[config.mk]
export PLATFORM = sky130hd
export DESIGN_NAME = hamming_word_decoder
export DESIGN_NICKNAME = d
export VERILOG_FILES = /design/src/hdl/hwd_pkg.sv /design/src/hdl/hwd_correct.sv /design/src/hdl/hwd_counter.sv /design/src/hdl/hamming_word_decoder.sv
export SDC_FILE = /design/constraint.sdc
export NUM_CORES = 1
export LEC_CHECK = 0
export ABC_CLOCK_PERIOD_IN_PS = 2700
export BUFFER_PORTS_ARGS = -buffer_cell sky130_fd_sc_hd__buf_2
export CELL_PAD_IN_SITES_DETAIL_PLACEMENT = 2
export CELL_PAD_IN_SITES_GLOBAL_PLACEMENT = 2
export CORE_ASPECT_RATIO = 1.25
export CORE_UTILIZATION = 33
export CTS_CLUSTER_DIAMETER = 30
export DETAILED_ROUTE_END_ITERATION = 10
export PLACE_DENSITY_LB_ADDON = 0.08
export SLEW_MARGIN = 40
export SYNTH_ARGS = -nofsm -noshare
export SYNTH_HDL_FRONTEND = slang
export SYNTH_SLANG_ARGS = --single-unit
[constraint.sdc]
create_clock -name i_clk -period 2.7 [get_ports i_clk]
set_input_delay 0.27 -clock i_clk [delete_from_list [all_inputs] [get_ports i_clk]]
set_output_delay 0.27 -clock i_clk [all_outputs]
set_load 0.005 [all_outputs]
[src/hdl/hwd_pkg.sv]
// ---------------------------------------------------------------------------
// hwd_pkg : shared types and constants of the Hamming word decoder
// Field widths, parity check masks and the decode/count control structures.
// ---------------------------------------------------------------------------
package hwd_pkg;

    localparam int unsigned CODE_W  = 32;
    localparam int unsigned DATA_W  = 26;
    localparam int unsigned SYN_W   = 5;
    localparam int unsigned COUNT_W = 16;

    // Bits covered by each syndrome check, lowest check first.
    localparam logic [CODE_W-1:0] CHECK_MASK [SYN_W] = '{
        32'hAAAA_AAAA, 32'hCCCC_CCCC, 32'hF0F0_F0F0, 32'hFF00_FF00, 32'hFFFF_0000
    };

    localparam logic [COUNT_W-1:0] COUNT_MAX = '1;

    typedef struct packed {
        logic [DATA_W-1:0] data_word;
        logic [SYN_W-1:0]  syndrome;
        logic              corrected;
    } t_dec_result;

    typedef struct packed {
        logic update;   // a word moves into the result register
        logic clear;    // clear the count before this word
        logic fixed;    // this word had a bit flipped
    } t_cnt_ctrl;

endpackage

[src/hdl/hwd_correct.sv]
// ---------------------------------------------------------------------------
// hwd_correct : syndrome, single bit correction and data extraction
// Purely combinational; sits between the input and result registers.
// ---------------------------------------------------------------------------
module hwd_correct (
    input  logic [hwd_pkg::CODE_W-1:0] i_code_word,
    output hwd_pkg::t_dec_result       o_result
);

    logic [hwd_pkg::SYN_W-1:0]  syn;
    logic                       overall;
    logic                       syn_hit;
    logic [hwd_pkg::CODE_W-1:0] flip;
    logic [hwd_pkg::CODE_W-1:0] fixed_word;

    always_comb begin
        for (int k = 0; k < hwd_pkg::SYN_W; k++) begin
            syn[k] = ^(i_code_word & hwd_pkg::CHECK_MASK[k]);
        end
    end

    assign overall = ^i_code_word;
    assign syn_hit = |syn;

    // Nonzero syndrome names the bad bit; otherwise only the overall parity bit, and only if parity is odd.
    assign flip = syn_hit ? (hwd_pkg::CODE_W'(1) << syn)
                          : {{(hwd_pkg::CODE_W-1){1'b0}}, overall};

    assign fixed_word = i_code_word ^ flip;

    assign o_result.data_word = {fixed_word[31:17], fixed_word[15:9],
                                 fixed_word[7:5], fixed_word[3]};
    assign o_result.syndrome  = syn;
    assign o_result.corrected = syn_hit | overall;

endmodule

[src/hdl/hwd_counter.sv]
// ---------------------------------------------------------------------------
// hwd_counter : saturating count of corrected words
// Clear takes effect before the word that carries it is counted.
// ---------------------------------------------------------------------------
module hwd_counter (
    input  logic                        i_clk,
    input  logic                        i_rst_n,
    input  hwd_pkg::t_cnt_ctrl          i_ctrl,
    output logic [hwd_pkg::COUNT_W-1:0] o_next_count
);

    logic [hwd_pkg::COUNT_W-1:0] r_count;
    logic [hwd_pkg::COUNT_W-1:0] base;

    assign base = i_ctrl.clear ? '0 : r_count;

    always_comb begin
        o_next_count = base;
        if (i_ctrl.fixed && (base != hwd_pkg::COUNT_MAX)) begin
            o_next_count = base + hwd_pkg::COUNT_W'(1);
        end
    end

    always_ff @(posedge i_clk) begin
        if (!i_rst_n) begin
            r_count <= '0;
        end else if (i_ctrl.update) begin
            r_count <= o_next_count;
        end
    end

endmodule

[src/hdl/hamming_word_decoder.sv]
// ---------------------------------------------------------------------------
// hamming_word_decoder : single-error-correcting decoder, 32-bit code words
// Two-register pipeline: input register, combinational decode, result register.
// ---------------------------------------------------------------------------
// Decodes one 32-bit Hamming(31,26) code word per request, with an extra
// overall parity bit at index 0. Five parity checks form the syndrome; a
// nonzero syndrome flips the bit it names, a zero syndrome with odd overall
// parity flips bit 0. Double errors are decoded as a single error at the
// syndrome index and are not flagged. The 26 data bits (indices 3, 5-7,
// 9-15, 17-31) come out packed from the lowest index up, together with the
// syndrome, a corrected flag and a saturating (65535) count of corrections.
// A set clear flag zeroes the count before its own word is counted.
// Rate: one request per cycle while the output is not stalled; a request
// passes the input register, then the result register, where its result
// is valid. A request is taken whenever the input register is empty or
// moves on in the same cycle, so one request can be held while a finished
// result waits downstream; the logic between the two registers is the
// parity trees, the bit flip and the count increment.
// ---------------------------------------------------------------------------
module hamming_word_decoder (
    input  logic        i_clk,
    input  logic        i_rst_n,
    // slave side
    input  logic        i_s_tvalid,
    output logic        o_s_tready,
    input  logic [31:0] i_s_tdata,   // [31:0] code_word
    input  logic        i_s_tuser,   // [0] clear_count
    // master side
    output logic        o_m_tvalid,
    input  logic        i_m_tready,
    output logic [47:0] o_m_tdata,   // [25:0] data_word, [30:26] syndrome,
                                     // [46:31] error_count, [47] zero fill
    output logic        o_m_tuser    // [0] corrected
);

    // input register
    logic                        r_in_valid;
    logic [hwd_pkg::CODE_W-1:0]  r_in_code;
    logic                        r_in_clear;

    // result register
    logic                        r_out_valid;
    hwd_pkg::t_dec_result        r_out_res;
    logic [hwd_pkg::COUNT_W-1:0] r_out_count;

    hwd_pkg::t_dec_result        dec_res;
    hwd_pkg::t_cnt_ctrl          cnt_ctrl;
    logic [hwd_pkg::COUNT_W-1:0] next_count;
    logic                        out_free;
    logic                        adv;
    logic                        take;

    // Result slot free when empty or being drained this cycle.
    assign out_free   = !r_out_valid || i_m_tready;
    assign adv        = r_in_valid && out_free;
    assign o_s_tready = !r_in_valid || out_free;
    assign take       = i_s_tvalid && o_s_tready;

    always_ff @(posedge i_clk) begin
        if (!i_rst_n) begin
            r_in_valid <= 1'b0;
        end else if (o_s_tready) begin
            r_in_valid <= i_s_tvalid;
        end
    end

    always_ff @(posedge i_clk) begin
        if (take) begin
            r_in_code  <= i_s_tdata;
            r_in_clear <= i_s_tuser;
        end
    end

    hwd_correct u_correct (
        .i_code_word (r_in_code),
        .o_result    (dec_res)
    );

    // Count moves in step with the word entering the result register, so
    // counts stay in request order whatever the stalls.
    assign cnt_ctrl.update = adv;
    assign cnt_ctrl.clear  = r_in_clear;
    assign cnt_ctrl.fixed  = dec_res.corrected;

    hwd_counter u_counter (
        .i_clk        (i_clk),
        .i_rst_n      (i_rst_n),
        .i_ctrl       (cnt_ctrl),
        .o_next_count (next_count)
    );

    always_ff @(posedge i_clk) begin
        if (!i_rst_n) begin
            r_out_valid <= 1'b0;
        end else if (out_free) begin
            r_out_valid <= r_in_valid;
        end
    end

    always_ff @(posedge i_clk) begin
        if (adv) begin
            r_out_res   <= dec_res;
            r_out_count <= next_count;
        end
    end

    assign o_m_tvalid = r_out_valid;
    assign o_m_tdata  = {1'b0, r_out_count, r_out_res.syndrome, r_out_res.data_word};
    assign o_m_tuser  = r_out_res.corrected;

endmodule

==> results_dict.tcl, run 1 <==
set metrics [dict create \
    power.share.sequential_pct 39.0 \
    synth.cell_area_um2 4745 \
    io_pins 88 \
    hold_viol_final 0 \
    switching_share_pct 33.37 \
    r2r-start "r_in_code[13]$_DFFE_PP_" \
    fin_nets 575 \
    post_cts_hold_buffer_count 0 \
    switchingPower_mw 1.609 \
    die_h_um 136.1 \
    filler_cell_count 1430 \
    grtUsageTotal_pct 19.37 \
    core_area_um2 13930 \
    status "finished clean" \
    synthDistinctLibCells 41 \
    maxCapViolCount 0 \
    finalClockSkew_ps 11.87 \
    cellPowerDensity_nw_per_um2 759.6 \
    critical_path.endpoint_type "flip-flop" \
    part_of_the_power_in_the_clock_network_pct 25.5 \
    finalWeightedCongestion 0.8124 \
    rr_endpoint "u_counter.r_count[3]$_SDFFE_PN0P_" \
    synth_cells 395 \
    timing_max_transition_violations_final 0 \
    insertedDiodeCount 0 \
    dr.first_iter.drc_count 75 \
    grt_start_max_net_pins 34 \
    synth_seq_area_share_pct 58.86 \
    worstPathCellList "xor2_1, xnor2_2, xnor2_1, and3_1, o211ai_2, buf_6, o21ai_4, buf_12, or4_4, a31oi_1" \
    h-tree-depth 3 \
    rsz0062_at_grt "true" \
    syn2layout_area_growth_pct 33.76 \
    initial_utilization_pct 34.05 \
    drtPass1Iterations 4 \
    worst-path-max-fanout 14 \
    worst_r2r_path_depth 10 \
    finalCriticalPeriod_ps 2695 \
    cts_buffers 9 \
    wl_per_cell_um 19.28 \
    max_stage_delay_ps 500 \
    finish.utilization_pct 45.55 \
    dp.final_hpwl_mm 9.838 \
    post_synth.cell_area_avg_um2 12.01 \
    crit_cells 10 \
    holdWs_ps 87.72 \
    reg2reg_slack_ps 5 \
    post-layout-total-power_mw 4.821 \
    synthesis.yosys.warnings 0 \
    worst_path_dominant_cell_family "simple AND/OR/NAND/NOR gates" \
    worst_skew_pair_latency_ps 360 \
    synthesis.nets 433 \
    setup_violations 0 \
    total_leakage_power_nw 2.469 \
    peakVddDrop_mv 0.3779 \
    grt_overflow_total 0 \
    drc 0 \
    maximum_clock_frequency_mhz 371.0 \
    antenna_violating_nets_post_route 0 \
    total_wirelength_mm 13.82 \
    grt_pass1_wl_mm 21.09 \
    clockBufferDepth 2 \
    period_share_pct 99.82 \
    critical_path.slowest_cell "sky130_fd_sc_hd__or4_4" \
    vias 3511 \
    power.internal_mw 3.212 \
    hold_path.class "in2reg" \
    vias_per_cell 4.897 \
    ys_seq_elements 99 \
    clkSlewWorstSetupHoldPaths_ps 70 \
    layout-drive-gt1-share_pct 37.82 \
    final.setup.tns_ps 0 \
    number_of_antenna_violations_at_the_first_check_in_global_routing 0 \
    setup.worst_path.start "r_in_code[13]$_DFFE_PP_" \
    fp.dieW_um 109.2 \
    cp.required_ps 2970 \
    row_count 48 \
    logic_pwr_share_pct 35.5 \
    setup.worst_path.end "u_counter.r_count[3]$_SDFFE_PN0P_" \
    crit_type "reg2reg" \
    clock-root-buffer "sky130_fd_sc_hd__clkbuf_16" \
    cp_data_arrival_time_ps 2970 \
    cts_tree "built" \
    numClockSinks 99 \
    number_of_global_route_vias_before_repair 3874 \
    die_area_um2 14860 \
    port_buffers 86 \
    timing.critical_path.buf_inv 2 \
    critical_path.startpoint_type "flip-flop" \
]
[flip-flops by register name (all words and copies together) (netlist names)]
signal             count
r_in_clear             1
r_in_code             32
r_in_valid             1
r_out_count           16
o_m_tdata             31
o_m_tvalid             1
o_m_tuser              1
u_counter.r_count     16
[power by group through the flow]
| stage | logic, mW | clock network, mW | registers [mW] |
|---|---|---|---|
| final | 1.71 | 1.23 | 1.88 |
| after global routing | 1.84 | 1.32 | 1.89 |
| after CTS | 1.57 | 1.28 | 1.88 |
| after detailed placement | 1.44 | 0 | 1.91 |
| after global placement | 1.41 | 0 | 1.91 |
| after floorplan | 0.771 | 0 | 1.91 |
[cell families after synthesis]
kind of cell	count (synthesis)	synth area share [%]
and+or+nand+nor	142	15.14
DFF	99	58.86
xor gates and xnor gates	89	17.33
AOI/OAI and AO/OA	42	5.960
buffers and inverters	18	1.609
muxes	3	0.7647
adders and majority gates	1	0.2637
other	1	0.07904
[per-stage QoR]
stage | setup WS (ps) | cells | area (µm²)
after CTS | -61.16 | 712 | 6116
final | 4.935 | 717 | 6346
after global placement | -82.06 | 690 | 5690
after global routing | -114.5 | 717 | 6346
after floorplan | 46.44 | 395 | 4745
after detailed placement | -191.3 | 690 | 5690
[layout make-up]
type	count	area, µm²	area share, %
multi-input combinational	279	2158	34.01
tap	175	219.0	3.450
inverter	8	30.03	0.4732
timing repair buffer	140	867.1	13.66
sequential	99	2793	44.01
clock buffer	9	225.2	3.549
clock inverter	7	53.80	0.8478
[metal layers]
layer	GRT usage (%)	vias to the layer above	share of wire, %
met3	2.349	14	1.9
met4	7.111	0	2.0
met2	37.56	57	58
li1	-	1670	-
met1	21.02	1770	39
met5	0	-	0
[cell usage after synthesis, drive strengths merged]
| cell type | number | area share (%) |
|---|---|---|
| dfxtp | 18 | 7.6 |
| o311ai | 1 | 0.18 |
| and3b | 1 | 0.18 |
| mux2 | 2 | 0.55 |
| mux2i | 1 | 0.21 |
| and3 | 9 | 1.2 |
| o21ba | 2 | 0.42 |
| and2 | 2 | 0.26 |
| a21oi | 7 | 0.74 |
| conb | 1 | 0.079 |
| nand4b | 2 | 0.37 |
| or3 | 5 | 0.66 |
| nor3 | 2 | 0.21 |
| ha | 1 | 0.26 |
| nand3 | 13 | 1.4 |
| xor2 | 12 | 2.2 |
| clkbuf | 7 | 0.55 |
| or4 | 12 | 1.9 |
| o211ai | 4 | 0.84 |
| xnor2 | 75 | 14 |
| edfxtp | 81 | 51 |
| nor2 | 18 | 1.4 |
| xnor3 | 2 | 0.95 |
| a31oi | 11 | 1.5 |
| a2bb2oi | 1 | 0.18 |
| nor2b | 17 | 2.2 |
| buf | 3 | 0.42 |
| o21ai | 14 | 1.8 |
| o21a | 1 | 0.16 |
| inv | 8 | 0.63 |
| nand2b | 4 | 0.53 |
| nand2 | 53 | 4.2 |
| and4b | 1 | 0.21 |
| a41oi | 1 | 0.18 |
| or2 | 3 | 0.40 |
[cells in the final DEF, fill, tap and decap left out, types with 3 or more instances in the layout]
| cell type | Yosys | routed |
|---|---|---|
| sky130_fd_sc_hd__or3_1 | 5 | 5 |
| sky130_fd_sc_hd__nand2b_1 | 4 | 4 |
| sky130_fd_sc_hd__xor2_1 | 12 | 10 |
| sky130_fd_sc_hd__edfxtp_1 | 81 | 81 |
| sky130_fd_sc_hd__clkinv_4 | 0 | 3 |
| sky130_fd_sc_hd__buf_4 | 2 | 48 |
| sky130_fd_sc_hd__nand3_1 | 13 | 13 |
| sky130_fd_sc_hd__inv_1 | 8 | 7 |
| sky130_fd_sc_hd__xnor2_2 | 2 | 20 |
| sky130_fd_sc_hd__nor2_2 | 0 | 3 |
| sky130_fd_sc_hd__xnor2_1 | 73 | 54 |
| sky130_fd_sc_hd__nor2_1 | 18 | 14 |
| sky130_fd_sc_hd__a21oi_1 | 7 | 6 |
| sky130_fd_sc_hd__and3_1 | 9 | 8 |
| sky130_fd_sc_hd__dfxtp_1 | 18 | 18 |
| sky130_fd_sc_hd__a31oi_1 | 11 | 10 |
| sky130_fd_sc_hd__or4_1 | 12 | 10 |
| sky130_fd_sc_hd__nor2b_1 | 17 | 17 |
| sky130_fd_sc_hd__buf_2 | 1 | 86 |
| sky130_fd_sc_hd__o21ai_0 | 12 | 8 |
| sky130_fd_sc_hd__clkbuf_16 | 0 | 9 |
| sky130_fd_sc_hd__buf_6 | 0 | 5 |
| sky130_fd_sc_hd__nand2_1 | 53 | 51 |
[what timing repair did]
item	in CTS	in global routing
setup endpoints to repair	35	35
gates cloned	1	0
buffers inserted	5	6
hold endpoints to repair	0	0
pin swaps	4	21
resized for setup	16	39
[worst min-delay path by stage]
stage	startpoint	slack [ps]	end	cells past startpoint
finish	i_s_tdata[19]	90	r_in_code[19]$_DFFE_PP_	1
global route	i_s_tdata[19]	80	r_in_code[19]$_DFFE_PP_	1
CTS	i_s_tdata[24]	70	r_in_code[24]$_DFFE_PP_	1
detailed placement	i_s_tdata[24]	450	r_in_code[24]$_DFFE_PP_	1
global placement	i_s_tdata[7]	450	r_in_code[7]$_DFFE_PP_	1
floorplan	i_s_tuser	370	r_in_clear$_DFFE_PP_	0
Power figures use the tool's default switching activity.
==> run 2, diff against run 1 <==
- ABC_CLOCK_PERIOD_IN_PS: 2700 -> 2600
- CORE_UTILIZATION: 33 -> 35
- clock period: 2.7 -> 2.6 ns (I/O delays scaled with it)
==> run 2 against run 1 <==
  * The flow now finishes with violations (setup timing)
  * Fmax decreased by 8.2%
  * Cell count increased by 3.3%
  * Hold slack got worse by 16 ps
  * Routed wire length increased by 12%
  * Critical path type unchanged
  * Critical endpoint is now u_counter.r_count[1]$_SDFFE_PN0P_
  * Highest routed layer unchanged
==> results_dict.tcl, run 2 (synthesis gave the netlist of run 1 again) <==
set metrics [dict create \
    total_wirelength_mm 15.50 \
    setup.worst_path.end "u_counter.r_count[1]$_SDFFE_PN0P_" \
    maximum_clock_frequency_mhz 340.8 \
    grt_pass1_wl_mm 22.76 \
    worst_slew_pin_slew_ps 745.4 \
    critical_path.startpoint_type "flip-flop" \
    wl_per_cell_um 20.91 \
    reg2reg_slack_ps -330 \
    setup.worst_path.start "r_in_code[3]$_DFFE_PP_" \
    r2r-start "r_in_code[3]$_DFFE_PP_" \
    slew-limit-headroom_pct 50.25 \
    worst_r2r_path_depth 9 \
    holdWs_ps 71.80 \
    crit_type "reg2reg" \
    drc 0 \
    maxCapViolCount 0 \
    post_cts_hold_buffer_count 0 \
    grt_overflow_total 0 \
    fin_nets 603 \
    setup_violations 57 \
    cts_tree "built" \
    number_of_global_route_vias_before_repair 4165 \
    dpl_ws_ps -302.9 \
    vias 3729 \
    hold_viol_final 0 \
    clock-root-buffer "sky130_fd_sc_hd__clkbuf_16" \
    cp_data_arrival_time_ps 3190 \
    grt_start_max_net_pins 38 \
    number_of_antenna_violations_at_the_first_check_in_global_routing 0 \
    mostFrequentLayoutCells "sky130_fd_sc_hd__buf_2, sky130_fd_sc_hd__edfxtp_1, sky130_fd_sc_hd__buf_4, sky130_fd_sc_hd__xnor2_1, sky130_fd_sc_hd__nand2_1" \
    total_leakage_power_nw 2.684 \
    cellPowerDensity_nw_per_um2 818.5 \
    finish.utilization_pct 50.82 \
    stdcell_count 741 \
    critical_path.endpoint_type "flip-flop" \
    die_area_um2 14030 \
    io_pins 88 \
    finalWeightedCongestion 0.7721 \
    row_count 47 \
    grtUsageTotal_pct 21.88 \
    regMostFlops "r_in_code" \
    dpl.cell_count 704 \
    clkSlewWorstSetupHoldPaths_ps 70 \
    timing_max_transition_violations_final 0 \
    h-tree-depth 3 \
    insertedDiodeCount 0 \
    fp.dieW_um 106.1 \
    layout-drive-gt1-share_pct 42.98 \
    dr.first_iter.drc_count 109 \
    port_buffers 86 \
    clockBufferDepth 2 \
    drtPass1Iterations 4 \
    peakVddDrop_mv 0.3744 \
    initial_utilization_pct 35.86 \
    filler_cell_count 1334 \
    failing_checks "setup timing" \
    vias_per_cell 5.032 \
    period_share_pct 112.9 \
    worst_slack_ps -334.4 \
    mostFrequentLayoutCell "sky130_fd_sc_hd__buf_2" \
    antenna_violating_nets_post_route 0 \
    cts_buffers 9 \
    dp.final_hpwl_mm 9.832 \
    die_h_um 132.2 \
    hold_path.class "in2reg" \
    rsz0062_at_grt "true" \
    numClockSinks 99 \
    finalClockSkew_ps 10.04 \
    status "complete, but fails checks" \
    finalCriticalPeriod_ps 2934 \
    worst-path-max-fanout 7 \
    rr_endpoint "u_counter.r_count[1]$_SDFFE_PN0P_" \
    largest_register_ffs 32 \
    syn2layout_area_growth_pct 41.72 \
    core_area_um2 13230 \
    place_area_um2 5824 \
    worst_skew_pair_latency_ps 360 \
    cp.required_ps 2850 \
    final_design_area_no_fill_um2 6724 \
]
run 2: cell count changes in the layout (fill, tap and decap cells not counted), moves of 3 or more:
cell,delta
sky130_fd_sc_hd__buf_4,+20
sky130_fd_sc_hd__buf_6,+7
sky130_fd_sc_hd__or4_1,-4
sky130_fd_sc_hd__or4_4,+4
sky130_fd_sc_hd__nand3_1,-3
run 2: cell type report:
type / instances / area, µm² / area share (%)
repair buffers: 167 / 1096 / 16.30
clock inverters: 7 / 76.32 / 1.135
well taps: 171 / 214.0 / 3.182
flip-flops and latches: 99 / 2793 / 41.53
inverters: 8 / 30.03 / 0.4466
clock buffers: 9 / 225.2 / 3.349
multi-input cells: 280 / 2290 / 34.05
run 2: how the worst min path moves through the flow:
stage,slack [ps],cells past startpoint,from,to
2_1_floorplan,360,0,i_s_tuser,r_in_clear$_DFFE_PP_
3_3_place_gp,440,1,i_s_tdata[12],r_in_code[12]$_DFFE_PP_
3_5_place_dp,440,1,i_s_tdata[8],r_in_code[8]$_DFFE_PP_
4_1_cts,60,1,i_s_tdata[17],r_in_code[17]$_DFFE_PP_
5_1_grt,60,1,i_s_tdata[27],r_in_code[27]$_DFFE_PP_
6_report,70,1,i_s_tdata[17],r_in_code[17]$_DFFE_PP_
run 2: repair_timing:
item                                    in CTS  in global routing
gates resized for setup                     42                 38
endpoints found under the setup margin      57                 59
buffers inserted                            10                  9
pin swaps                                   20                 30
gates cloned                                 2                  1
run 2: layer usage:
metal | vias to the layer above | GRT usage [%] | routed length [µm]
met5 | - | 0 | 0
met4 | 0 | 8.873 | 366
met3 | 22 | 4.103 | 428
met1 | 1902 | 22.92 | 5642
met2 | 75 | 41.96 | 9060
li1 | 1730 | - | -
run 2: report_power, final:
group | internal [mW] | leakage [nW] | total [mW] | switching [mW]
logic | 0.996 | 1.62 | 2.16 | 1.16
clock network | 0.754 | 0.144 | 1.39 | 0.640
registers | 1.89 | 0.918 | 1.95 | 0.0639
run 2: stage by stage:
stage	setup TNS, ps	power, mW
2_1_floorplan	-18.89	2.786
3_3_place_gp	-3322	3.521
3_5_place_dp	-9277	3.580
4_1_cts	-3256	5.226
5_1_grt	-20520	5.728
6_report	-14250	5.503
run 2: worst max-delay path, cell delays in order (launching register included):
cell and delay, ps:
sky130_fd_sc_hd__edfxtp_1 470, sky130_fd_sc_hd__xor2_2 270, sky130_fd_sc_hd__xnor3_1 490, sky130_fd_sc_hd__xnor2_2 210, sky130_fd_sc_hd__buf_4 190, sky130_fd_sc_hd__nand2_4 60, sky130_fd_sc_hd__mux2_4 330, sky130_fd_sc_hd__o21ai_4 280
sky130_fd_sc_hd__mux2_4 340, sky130_fd_sc_hd__o21ba_4 190
